File: src/rtl/rshg_pkg.sv
`timescale 1ns / 1ps
// Shared types and constants for the rainbow strip HSV generator.
// No dependencies; every other file imports this package.
package rshg_pkg;

    localparam int STRIP_LENGTH_DEF = 32;

    localparam int IDX_W  = 6;
    localparam int HUE_W  = 9;
    localparam int CH_W   = 8;
    localparam int CFG_AW = 1;

    localparam logic [HUE_W-1:0] HUE_FULL   = 9'd360;
    localparam logic [HUE_W-1:0] HUE_SECTOR = 9'd60;
    localparam logic [CH_W-1:0]  CH_MAX     = 8'd255;

    localparam logic [CFG_AW-1:0] REG_SATURATION = 1'b0;
    localparam logic [CFG_AW-1:0] REG_BRIGHTNESS = 1'b1;

    // Frame request as seen by the pixel sequencer: offset already below 360.
    typedef struct packed {
        logic             valid;
        logic [HUE_W-1:0] offset;
    } t_frame;

    // One pixel on its way into the color conversion pipeline.
    typedef struct packed {
        logic [IDX_W-1:0] idx;
        logic             last;
        logic [HUE_W-1:0] hue;
    } t_pix;

endpackage

File: src/rtl/rshg_front.sv
`timescale 1ns / 1ps
// Input side: takes frame requests, reduces the offset below 360 and
// holds up to two pending requests. Depends on rshg_pkg.
module rshg_front
    import rshg_pkg::*;
(
    input  logic             i_clk,
    input  logic             i_rst_n,
    input  logic             i_tvalid,
    output logic             o_tready,
    input  logic [HUE_W-1:0] i_offset,
    input  logic             i_pop,
    output t_frame           o_frame
);

    logic [HUE_W-1:0] r_mem [2];
    logic             r_wr_ptr;
    logic             r_rd_ptr;
    logic [1:0]       r_count;
    logic             push;
    logic [HUE_W-1:0] offset_red;

    assign o_tready   = (r_count != 2'd2);
    assign push       = i_tvalid && o_tready;
    assign offset_red = (i_offset >= HUE_FULL) ? (i_offset - HUE_FULL) : i_offset;

    assign o_frame.valid  = (r_count != 2'd0);
    assign o_frame.offset = r_mem[r_rd_ptr];

    always_ff @(posedge i_clk) begin
        if (!i_rst_n) begin
            r_wr_ptr <= 1'b0;
            r_rd_ptr <= 1'b0;
            r_count  <= 2'd0;
        end else begin
            if (push) begin
                r_wr_ptr <= ~r_wr_ptr;
            end
            if (i_pop) begin
                r_rd_ptr <= ~r_rd_ptr;
            end
            r_count <= r_count + 2'(push) - 2'(i_pop);
        end
    end

    always_ff @(posedge i_clk) begin
        if (push) begin
            r_mem[r_wr_ptr] <= offset_red;
        end
    end

    assert property (@(posedge i_clk) disable iff (!i_rst_n) r_count != 2'd3)
        else $error("Request queue count out of range.");
    assert property (@(posedge i_clk) disable iff (!i_rst_n) i_pop |-> r_count != 2'd0)
        else $error("Request queue popped while empty.");
    assert property (@(posedge i_clk) disable iff (!i_rst_n)
        r_count != 2'd0 |-> r_mem[r_rd_ptr] < HUE_FULL)
        else $error("Stored offset not reduced.");

endmodule

File: src/rtl/rshg_seq.sv
`timescale 1ns / 1ps
// Pixel sequencer: walks the strip for each frame request, tracking the base
// hue incrementally as quotient and remainder. Depends on rshg_pkg.
module rshg_seq
    import rshg_pkg::*;
#(
    parameter int STRIP_LENGTH = STRIP_LENGTH_DEF
)(
    input  logic   i_clk,
    input  logic   i_rst_n,
    input  logic   i_adv,
    input  t_frame i_frame,
    output logic   o_pop,
    output logic   o_pix_valid,
    output t_pix   o_pix
);

    localparam logic [HUE_W-1:0] STEP_Q   = HUE_W'(360 / STRIP_LENGTH);
    localparam logic [6:0]       STEP_R   = 7'(360 % STRIP_LENGTH);
    localparam logic [6:0]       LEN      = 7'(STRIP_LENGTH);
    localparam logic [IDX_W-1:0] LAST_IDX = IDX_W'(STRIP_LENGTH - 1);

    logic             r_active;
    logic [IDX_W-1:0] r_idx;
    logic [HUE_W-1:0] r_base_q;
    logic [6:0]       r_base_r;
    logic [HUE_W-1:0] r_off;
    logic             r_pix_valid;
    t_pix             r_pix;

    logic             is_last;
    logic             reload;
    logic [HUE_W:0]   hue_sum;
    logic [HUE_W-1:0] hue;
    logic [6:0]       rem_sum;

    assign is_last = (r_idx == LAST_IDX);
    assign reload  = !r_active || is_last;
    assign o_pop   = i_adv && reload && i_frame.valid;

    assign hue_sum = {1'b0, r_base_q} + {1'b0, r_off};
    assign hue     = (hue_sum >= {1'b0, HUE_FULL}) ? HUE_W'(hue_sum - {1'b0, HUE_FULL})
                                                   : hue_sum[HUE_W-1:0];
    assign rem_sum = r_base_r + STEP_R;

    always_ff @(posedge i_clk) begin
        if (!i_rst_n) begin
            r_active    <= 1'b0;
            r_pix_valid <= 1'b0;
            r_idx       <= '0;
            r_base_q    <= '0;
            r_base_r    <= '0;
            r_off       <= '0;
        end else if (i_adv) begin
            r_pix_valid <= r_active;
            r_pix.idx   <= r_idx;
            r_pix.last  <= is_last;
            r_pix.hue   <= hue;
            if (reload) begin
                r_active <= i_frame.valid;
                r_idx    <= '0;
                r_base_q <= '0;
                r_base_r <= '0;
                r_off    <= i_frame.offset;
            end else begin
                r_idx <= r_idx + 1'b1;
                if (rem_sum >= LEN) begin
                    r_base_r <= rem_sum - LEN;
                    r_base_q <= r_base_q + STEP_Q + 1'b1;
                end else begin
                    r_base_r <= rem_sum;
                    r_base_q <= r_base_q + STEP_Q;
                end
            end
        end
    end

    assign o_pix_valid = r_pix_valid;
    assign o_pix       = r_pix;

    assert property (@(posedge i_clk) disable iff (!i_rst_n)
        r_pix_valid && r_pix.last |-> r_pix.idx == LAST_IDX)
        else $error("Last pixel flag on wrong index.");
    assert property (@(posedge i_clk) disable iff (!i_rst_n)
        r_pix_valid |-> r_pix.hue < HUE_FULL)
        else $error("Pixel hue out of range.");

endmodule

File: src/rtl/rshg_hsv.sv
`timescale 1ns / 1ps
// Five-stage HSV to RGB pipeline with the output register as its last stage.
// Divisions by 60 and 255 use exact reciprocal forms. Depends on rshg_pkg.
module rshg_hsv
    import rshg_pkg::*;
(
    input  logic            i_clk,
    input  logic            i_rst_n,
    input  logic            i_pix_valid,
    input  t_pix            i_pix,
    input  logic [CH_W-1:0] i_sat,
    input  logic [CH_W-1:0] i_val,
    output logic            o_adv,
    output logic            o_tvalid,
    input  logic            i_tready,
    output logic [IDX_W-1:0] o_idx,
    output logic [CH_W-1:0] o_red,
    output logic [CH_W-1:0] o_green,
    output logic [CH_W-1:0] o_blue,
    output logic            o_last
);

    typedef enum logic [2:0] {
        SEC_RED_YEL, SEC_YEL_GRN, SEC_GRN_CYN, SEC_CYN_BLU, SEC_BLU_MAG, SEC_MAG_RED
    } t_sector;

    localparam logic [14:0] RECIP60 = 15'd17477;

    function automatic logic [CH_W-1:0] div255(input logic [15:0] x);
        logic [16:0] s;
        s = {1'b0, x} + 17'(x[15:8]) + 17'd1;
        return s[15:8];
    endfunction

    logic             r_v1, r_v2, r_v3, r_v4, r_out_valid;
    logic [IDX_W-1:0] r_idx1, r_idx2, r_idx3, r_idx4, r_out_idx;
    logic             r_last1, r_last2, r_last3, r_last4, r_out_last;
    t_sector          r_sec1, r_sec2, r_sec3, r_sec4;
    logic [5:0]       r_rem1;
    logic [13:0]      r_sr2, r_st2;
    logic [15:0]      r_pv2;
    logic [CH_W-1:0]  r_qa3, r_qb3, r_p3, r_p4;
    logic [15:0]      r_mq4, r_mt4;
    logic [CH_W-1:0]  r_red, r_green, r_blue;

    t_sector          sec;
    logic [HUE_W-1:0] sec_base;
    logic [28:0]      prod_a, prod_b;
    logic [CH_W-1:0]  q5, t5, p5;
    logic [CH_W-1:0]  red, green, blue;

    assign o_adv = !r_out_valid || i_tready;

    always_comb begin
        if (i_pix.hue >= HUE_W'(5 * HUE_SECTOR)) begin
            sec = SEC_MAG_RED; sec_base = HUE_W'(5 * HUE_SECTOR);
        end else if (i_pix.hue >= HUE_W'(4 * HUE_SECTOR)) begin
            sec = SEC_BLU_MAG; sec_base = HUE_W'(4 * HUE_SECTOR);
        end else if (i_pix.hue >= HUE_W'(3 * HUE_SECTOR)) begin
            sec = SEC_CYN_BLU; sec_base = HUE_W'(3 * HUE_SECTOR);
        end else if (i_pix.hue >= HUE_W'(2 * HUE_SECTOR)) begin
            sec = SEC_GRN_CYN; sec_base = HUE_W'(2 * HUE_SECTOR);
        end else if (i_pix.hue >= HUE_SECTOR) begin
            sec = SEC_YEL_GRN; sec_base = HUE_SECTOR;
        end else begin
            sec = SEC_RED_YEL; sec_base = '0;
        end
    end

    assign prod_a = 29'(r_sr2) * 29'(RECIP60);
    assign prod_b = 29'(r_st2) * 29'(RECIP60);

    assign q5 = div255(r_mq4);
    assign t5 = div255(r_mt4);
    assign p5 = r_p4;

    always_comb begin
        unique case (r_sec4)
            SEC_RED_YEL: begin red = i_val; green = t5;    blue = p5;    end
            SEC_YEL_GRN: begin red = q5;    green = i_val; blue = p5;    end
            SEC_GRN_CYN: begin red = p5;    green = i_val; blue = t5;    end
            SEC_CYN_BLU: begin red = p5;    green = q5;    blue = i_val; end
            SEC_BLU_MAG: begin red = t5;    green = p5;    blue = i_val; end
            default:     begin red = i_val; green = p5;    blue = q5;    end
        endcase
        if (i_sat == '0) begin
            red = i_val; green = i_val; blue = i_val;
        end
    end

    always_ff @(posedge i_clk) begin
        if (!i_rst_n) begin
            r_v1        <= 1'b0;
            r_v2        <= 1'b0;
            r_v3        <= 1'b0;
            r_v4        <= 1'b0;
            r_out_valid <= 1'b0;
        end else if (o_adv) begin
            r_v1        <= i_pix_valid;
            r_v2        <= r_v1;
            r_v3        <= r_v2;
            r_v4        <= r_v3;
            r_out_valid <= r_v4;
        end
    end

    always_ff @(posedge i_clk) begin
        if (o_adv) begin
            r_idx1  <= i_pix.idx;
            r_last1 <= i_pix.last;
            r_sec1  <= sec;
            r_rem1  <= 6'(i_pix.hue - sec_base);

            r_idx2  <= r_idx1;
            r_last2 <= r_last1;
            r_sec2  <= r_sec1;
            r_sr2   <= 14'(i_sat) * 14'(r_rem1);
            r_st2   <= 14'(i_sat) * 14'(6'(HUE_SECTOR) - r_rem1);
            r_pv2   <= 16'(i_val) * 16'(CH_MAX - i_sat);

            r_idx3  <= r_idx2;
            r_last3 <= r_last2;
            r_sec3  <= r_sec2;
            r_qa3   <= prod_a[27:20];
            r_qb3   <= prod_b[27:20];
            r_p3    <= div255(r_pv2);

            r_idx4  <= r_idx3;
            r_last4 <= r_last3;
            r_sec4  <= r_sec3;
            r_p4    <= r_p3;
            r_mq4   <= 16'(i_val) * 16'(CH_MAX - r_qa3);
            r_mt4   <= 16'(i_val) * 16'(CH_MAX - r_qb3);

            r_out_idx  <= r_idx4;
            r_out_last <= r_last4;
            r_red      <= red;
            r_green    <= green;
            r_blue     <= blue;
        end
    end

    assign o_tvalid = r_out_valid;
    assign o_idx    = r_out_idx;
    assign o_red    = r_red;
    assign o_green  = r_green;
    assign o_blue   = r_blue;
    assign o_last   = r_out_last;

    assert property (@(posedge i_clk) disable iff (!i_rst_n)
        r_v1 |-> r_rem1 < 6'(HUE_SECTOR))
        else $error("Sector remainder out of range.");

endmodule

File: src/rtl/rainbow_strip_hsv_generator.sv
`timescale 1ns / 1ps
// Top level of the rainbow strip HSV generator: configuration registers and
// the request queue, pixel sequencer and color pipeline. Depends on rshg_pkg.
//
// Each transfer on the slave side requests one frame with a hue offset in
// tdata[8:0]. The block answers with STRIP_LENGTH pixel transfers in index
// order, one per cycle while the master side is ready, the last one carrying
// tlast. The pixel sequencer issues one pixel per cycle while the pipeline
// advances, so frames follow each other with no gap. Up to two requests wait
// in a queue while a frame is being produced. Saturation (index 0) and
// brightness (index 1) reset to 255 and are written through the
// configuration port. The user must write them only while no frame is in
// flight; the block itself does not enforce this.
module rainbow_strip_hsv_generator
    import rshg_pkg::*;
#(
    parameter int STRIP_LENGTH = STRIP_LENGTH_DEF
)(
    input  logic              i_clk,
    input  logic              i_rst_n,
    input  logic              i_cfg_we,
    input  logic [CFG_AW-1:0] i_cfg_addr,
    input  logic [CH_W-1:0]   i_cfg_wdata,
    input  logic              i_s_axis_tvalid,
    output logic              o_s_axis_tready,
    input  logic [15:0]       i_s_axis_tdata,   // [8:0] hue_shift
    output logic              o_m_axis_tvalid,
    input  logic              i_m_axis_tready,
    output logic [31:0]       o_m_axis_tdata,   // [5:0] pixel_index, [13:6] red,
                                                // [21:14] green, [29:22] blue
    output logic              o_m_axis_tlast
);

    logic [CH_W-1:0]  r_sat;
    logic [CH_W-1:0]  r_bri;
    t_frame           frame;
    logic             pop;
    logic             adv;
    logic             pix_valid;
    t_pix             pix;
    logic [IDX_W-1:0] out_idx;
    logic [CH_W-1:0]  out_red, out_green, out_blue;

    always_ff @(posedge i_clk) begin
        if (!i_rst_n) begin
            r_sat <= CH_MAX;
            r_bri <= CH_MAX;
        end else if (i_cfg_we) begin
            if (i_cfg_addr == REG_SATURATION) begin
                r_sat <= i_cfg_wdata;
            end
            if (i_cfg_addr == REG_BRIGHTNESS) begin
                r_bri <= i_cfg_wdata;
            end
        end
    end

    rshg_front u_front (
        .i_clk    (i_clk),
        .i_rst_n  (i_rst_n),
        .i_tvalid (i_s_axis_tvalid),
        .o_tready (o_s_axis_tready),
        .i_offset (i_s_axis_tdata[HUE_W-1:0]),
        .i_pop    (pop),
        .o_frame  (frame)
    );

    rshg_seq #(
        .STRIP_LENGTH (STRIP_LENGTH)
    ) u_seq (
        .i_clk       (i_clk),
        .i_rst_n     (i_rst_n),
        .i_adv       (adv),
        .i_frame     (frame),
        .o_pop       (pop),
        .o_pix_valid (pix_valid),
        .o_pix       (pix)
    );

    rshg_hsv u_hsv (
        .i_clk       (i_clk),
        .i_rst_n     (i_rst_n),
        .i_pix_valid (pix_valid),
        .i_pix       (pix),
        .i_sat       (r_sat),
        .i_val       (r_bri),
        .o_adv       (adv),
        .o_tvalid    (o_m_axis_tvalid),
        .i_tready    (i_m_axis_tready),
        .o_idx       (out_idx),
        .o_red       (out_red),
        .o_green     (out_green),
        .o_blue      (out_blue),
        .o_last      (o_m_axis_tlast)
    );

    assign o_m_axis_tdata = {2'b00, out_blue, out_green, out_red, out_idx};

endmodule
File: config.mk
export PLATFORM = sky130hd
export DESIGN_NAME = rainbow_strip_hsv_generator
export DESIGN_NICKNAME = d
export VERILOG_FILES = /design/src/rtl/rshg_pkg.sv /design/src/rtl/rshg_front.sv /design/src/rtl/rshg_seq.sv /design/src/rtl/rshg_hsv.sv /design/src/rtl/rainbow_strip_hsv_generator.sv
export SDC_FILE = /design/constraint.sdc
export NUM_CORES = 1
export LEC_CHECK = 0
export BUFFER_PORTS_ARGS = -buffer_cell sky130_fd_sc_hd__buf_4
export CAP_MARGIN = 20
export CORE_AREA = 2 2 296 298
export CTS_BUF_LIST = sky130_fd_sc_hd__clkbuf_16
export CTS_CLUSTER_DIAMETER = 150
export DETAILED_ROUTE_END_ITERATION = 7
export DIE_AREA = 0 0 298 300
export PLACE_DENSITY_LB_ADDON = 0.12
export SLEW_MARGIN = 20
export SYNTH_ARGS = -nofsm -noshare
export SYNTH_HDL_FRONTEND = slang
export SYNTH_SLANG_ARGS = --single-unit
File: constraint.sdc
create_clock -name i_clk -period 20.3 [get_ports i_clk]
set_input_delay 0 -clock i_clk [delete_from_list [all_inputs] [get_ports i_clk]]
set_output_delay 0 -clock i_clk [all_outputs]
set_load 0.01 [all_outputs]
* Word level (Yosys, flattened, before mapping)
Memories as Yosys holds them, arrays and structs flattened. A register that Yosys moved wholly into a read port is not among the register bits.
Index checks and enable logic that the tools add are counted.
** Storage, ports and cells
- Bits of input ports :: 30
- Output and inout port bits :: 35
- Word-level logic and storage cells :: 136
- Memories kept :: 1
- Bits in registers :: 250
- Memory bits (writable) :: 18
** Operators by class
- Add/sub/neg operators :: 21
- Reductions and logical operators :: 20
- Multiply operators :: 7
- Muxes and demuxes :: 24
- Eq/ne operators :: 6
- Bitwise logic cells :: 3
- Magnitude comparators :: 8
** Memory list
- u_front.r_mem :: depth 2, bits a word 9, read ports 1, clocked after Yosys merged registers in 1, write ports 1, RTL line rshg_front.sv:16 : logic [HUE_W-1:0] r_mem [2];
** Operators with widths (count)
- $pmux 8 s3 :: 3
- $mul 14x15->28 const B :: 2
- $add 16x1->16 const B :: 3
- $add 16x8->16 :: 3
- $mul 8x16->16 :: 3
- $mux 6 :: 6
- $mux 9 :: 4
- $sub 8x8->9 const A :: 3
- $mux 8 :: 3
- $ge 9x8->1 const B :: 2
- $ge 9x9->1 const B :: 2
- $sub 9x9->9 const B :: 2
- $mul 8x14->14 :: 1
- $mul 8x6->14 :: 1
- $mux 7 :: 2
- $add 9x9->10 :: 1
- $ge 10x9->1 const B :: 1
- $reduce_or 2->1 :: 5
- $add 9x1->9 const B :: 1
- $add 9x4->9 const B :: 1
- $ge 9x6->1 const B :: 1
- $ge 9x7->1 const B :: 1
- $logic_not 8->1 :: 1
- $reduce_and 2->1 :: 4
- 21 further kinds :: 33

* Logic depth before layout (Yosys ltp)
- Depth after elaboration :: 7
- Gate-level depth with buffers :: 21

* Cells and area by module
Synthesis repeated with hierarchy kept, for this count alone.
** Unflattened totals
- Cells, all modules :: 2550
- Area, all modules :: 26088.8 um^2
** By module, submodules not included
- rshg_hsv :: cells an instance 2078, times used 1, area an instance 21439.3 um^2
- rshg_seq :: cells an instance 316, times used 1, area an instance 2845.2 um^2
- rshg_front :: cells an instance 80, times used 1, area an instance 1071.0 um^2
- rainbow_strip_hsv_generator :: cells an instance 76, times used 1, area an instance 733.2 um^2

* Worst setup path after synthesis
Ideal clock, no wire load.
- Kind :: flip-flop to flip-flop
- Start :: reg u_hsv.r_out_valid (netlist: u_hsv.o_tvalid)
- End :: reg u_seq.r_base_q[4]
- Arrival :: 6755 ps
- Path buffers :: 2
- Path slack :: 13426 ps
- Setup time :: 119 ps
- Cell stages (with the launch flop) :: 7
- Period minus slack after synthesis :: 6874 ps
- Required time :: 20181 ps
- Cells stage by stage :: dfxtp_1 -> nor2b_1 -> clkbuf_1 -> clkinv_1 -> clkbuf_1 -> a21boi_0 -> o21a_1
** On the way
- Word-level cells in the longest chain between the ends :: 2
** RTL lines
- start: declaration :: RTL line rshg_hsv.sv:35 : logic r_v1, r_v2, r_v3, r_v4, r_out_valid;
- start signal: assignment :: RTL line rshg_hsv.sv:103 : r_out_valid <= r_v4;
- $logic_not 1->1 :: RTL line rshg_hsv.sv:52 : assign o_adv = !r_out_valid || i_tready;
- $logic_or 1x1->1 :: RTL line rshg_hsv.sv:52
- end signal: assignment :: RTL line rshg_seq.sv:69 : r_base_q <= r_base_q + STEP_Q + 1'b1;
- end signal: assignment :: RTL line rshg_seq.sv:72 : r_base_q <= r_base_q + STEP_Q;
- end: declaration :: RTL line rshg_seq.sv:25 : logic [HUE_W-1:0] r_base_q;
No other way between the ends.
A chain may end at the register's enable or synchronous reset.

* Worst setup path in the final report
- Start :: reg u_hsv.r_rem1[1]
- End :: reg u_hsv.r_st2[13], data pin
** On the way
- Word-level cells in the longest chain between the ends :: 2
** RTL lines
- start: declaration :: RTL line rshg_hsv.sv:39 : logic [5:0] r_rem1;
- start signal: assignment :: RTL line rshg_hsv.sv:112 : r_rem1 <= 6'(i_pix.hue - sec_base);
- $sub 6x6->7 :: RTL line rshg_hsv.sv:118 : r_st2 <= 14'(i_sat) * 14'(6'(HUE_SECTOR) - r_rem1);
- $mul 8x14->14 :: RTL line rshg_hsv.sv:118
- end signal: assignment :: RTL line rshg_hsv.sv:118
- end: declaration :: RTL line rshg_hsv.sv:40 : logic [13:0] r_sr2, r_st2;
No other way between the ends.

==> key figures <==
Outcome
  – Status: complete, no violations

STA
  – Fmax achieved: between 0.15 and 0.2 GHz
  – Slew Viols, Final: 0
  – Worst-margin pin slew: around 1.1 ns
  – RSZ-0062 raised after global routing: no
  – Final hold vios: 0
  – Slew headroom: between 20 and 30%
  – Final min period: roughly 5.4 ns
  – Setup Skew: 0.0315 ns
  – Period utilization: roughly a quarter
  – Setup_tns: 0 ns
  – Endpoints failing setup: 0

Floorplan
  – Die height: 300 um
  – Die area: 89400 um2
  – Core area: roughly 86000 um2
  – IO Pins: 65
  – Row cnt: ~110
  – Die width: 298 um
  – Starting Density: about 30%

Finish
  – Most frequent cells in the layout: inv_1 (367), ha_1 (362), fa_1 (220), edfxtp_1 (218), nand2_1 (168)
  – Area growth syn-to-layout: 12.1%
  – Share of layout cells above drive strength 1: 5.64%
  – Sequential cell area: ~7600 um2
  – Fill cell instance count of the final layout: 8902
  – Nets: 3174
  – Ant. Diodes: 0
  – Commonest non-fill, non-tap cell in the layout: inv_1
  – Multi-input combinational cell area: roughly 16000 um2

Critical path
  – Critical path endpoint category: flop
  – CP arrival: approximately 5.7 ns
  – WS Path Type: reg2reg
  – Largest delay contributor family on the critical path: adder cells
  – CP required: 20.57 ns
  – CP peak stage delay: approximately 0.6 ns
  – CP Buf/Inv Count: 4
  – Worst path slowest cell: edfxtp_1
  – Element type at the critical path start: flop
  – Worst Path Max Fanout: 11
  – Critical-path cell list: inv_1 > ha_1 > xor2_1 > nand2_1 > fa_1 > fa_1 > inv_1 > fa_1 > inv_1 > fa_1 > inv_1 > ha_1 > a21boi_0 > o21ai_0 > a21oi_1 > a31oi_1 > xnor2_1

Yosys
  – #FFs+latches synth: approximately 270
  – Ys async rst share: 0%
  – Warnings, synthesis: 0
  – Seq/Total Area, Yosys: 29.8%
  – Synth cell types: 84
  – Post-Syn Instances: about 2500
  – Mapped Area: 25700 um2
  – Syn Area/Cell: 10.2 um2
  – Prevailing post-synth register cell: edfxtp_1
  – EDFF count, synth: 218

Clock network
  – CTS tree: done
  – CTS sink count: 273
  – PostCTS Resize Cnt: 0
  – CTS Buf Count: 37
  – Hold_buf cts: 28
  – # Post-CTS Setup Buffers: 0
  – Clock transition at path regs: 0.05 ns
  – CTS Buffer Depth: 3
  – H-tree Lvls: 2
  – Root buffer cell: clkbuf_16
  – Worst-Skew Late Latency: 0.55 ns

Job
  – Maxcap violations: 0

Detailed routing
  – Routed wire length: 57400 um
  – Wire per inst: roughly 15 um
  – Antenna Violating Nets Remaining: 0
  – DR vias: 17400
  – Vias per cell: approximately 4.7
  – Drc violations: 0
  – Pre-Repair DR Iteration Count: 5
  – 1st-iter DRT viols: about 820

Placement
  – GPL Wtd Cong: 0.870
  – DP Wirelength: 44200 um
  – Port bufs: 55

Worst hold path
  – Hold Crit Class: in2reg

Global route
  – Largest net degree at the start of global routing: 134
  – Vias in the first global route: 18400
  – Total track usage: 13.3%
  – Remaining global-route overflow: 0
  – Antenna violations before repair: 1
  – First-pass GRT wire length: 96500 um
-- kinds of logic after synthesis --
logic type / synth area share [%]
buffers and inverters: 6.58
adders and majority gates: 34.8
muxes: 0.556
other: 0.0146
AOI/OAI and AO/OA: 9.40
DFF: 29.8
and+or+nand+nor: 14.6
xor gates and xnor gates: 4.23
-- per-layer routing --
metal  part of all wire, %  global-route usage, %  wire (um)
met4                   2.8                   4.10       1590
met5                     0                      0          0
met3                   3.2                   1.63       1860
met1                    47                   17.3      26800
met2                    47                   23.0      27100
-- synthesized netlist by cell type (14+ instances only) --
cell | instances | area share, %
edfxtp_1 | 218 | 26
inv_1 | 361 | 5.3
a211oi_1 | 20 | 0.59
nand2b_1 | 101 | 2.5
nand3_1 | 47 | 0.92
o21ai_0 | 71 | 1.4
dfxtp_1 | 55 | 4.3
clkbuf_1 | 70 | 1.0
fa_1 | 220 | 17
xor2_1 | 46 | 1.6
a21oi_1 | 74 | 1.4
a21o_1 | 17 | 0.50
nor2_1 | 111 | 1.6
o21a_1 | 24 | 0.70
nor3_1 | 28 | 0.55
and2_1 | 64 | 1.6
ha_1 | 362 | 18
and3_1 | 14 | 0.34
nor2b_1 | 118 | 2.9
xnor2_1 | 78 | 2.7
nand2_1 | 168 | 2.5
-- metrics by stage --
stage	util [%]	std cells	hold WS [ns]	cell area [um2]	worst slack [ns]
after detailed placement	31.7	3650	0.203	27300	14.89
final	33.4	3744	0.190	28800	14.91
after CTS	33.4	3744	0.147	28800	14.86
after global placement	31.7	3650	0.196	27300	14.86
after global routing	33.4	3744	0.170	28800	14.43
after floorplan	-	2505	0.0989	25700	13.43
-- path summary, 6_finish.rpt --
check	from	end	slack (ns)	cells past startpoint
max	u_hsv.r_rem1[1]	u_hsv.r_st2[13]	14.91	17
min reg2reg	u_hsv.r_idx3[2]	u_hsv.r_idx4[2]	0.42	0
max reg2reg	u_hsv.r_rem1[1]	u_hsv.r_st2[13]	14.91	17
min	i_s_axis_tdata[2]	u_front.r_mem[1][2]	0.19	2
-- sequential cells by signal (all words and copies together), names as in the netlist, 8 cells and up --
| signal | cells |
|---|---|
| u_hsv.o_red | 8 |
| u_seq.r_base_q | 9 |
| u_seq.r_off | 9 |
| u_hsv.r_st2 | 14 |
| u_hsv.o_green | 8 |
| u_hsv.r_p3 | 8 |
| u_hsv.r_qb3 | 8 |
| u_seq.o_pix | 16 |
| u_front.r_mem | 18 |
| u_hsv.r_mt4 | 16 |
| u_hsv.o_blue | 8 |
| u_hsv.p5 | 8 |
| u_hsv.r_pv2 | 16 |
| r_bri | 8 |
| u_hsv.r_sr2 | 13 |
| r_sat | 8 |
| u_hsv.r_qa3 | 8 |
| u_hsv.r_mq4 | 16 |
-- layout make-up --
type                            instances  share of cell area (%)
Clock buffer                           40                    3.48
Clock inverter                         26                   0.570
Inverter                              363                    4.76
Multi-Input combinational cell       1788                    56.7
Sequential cell                       273                    26.6
Tap cell                             1155                    5.02
Timing Repair Buffer                   99                    2.83
-- worst reg2reg max path: stages (launching register included) --
cell and delay, ns:
edfxtp_1 0.60, inv_1 0.09, ha_1 0.21, xor2_1 0.52, nand2_1 0.16, fa_1 0.54, fa_1 0.55, inv_1 0.06
fa_1 0.53, inv_1 0.05, fa_1 0.53, inv_1 0.04, ha_1 0.30, a21boi_0 0.25, o21ai_0 0.17, a21oi_1 0.26
a31oi_1 0.14, xnor2_1 0.13
Power is not shown: default switching activity piles up to over one toggle a cycle in this logic, so the estimate is an artifact.
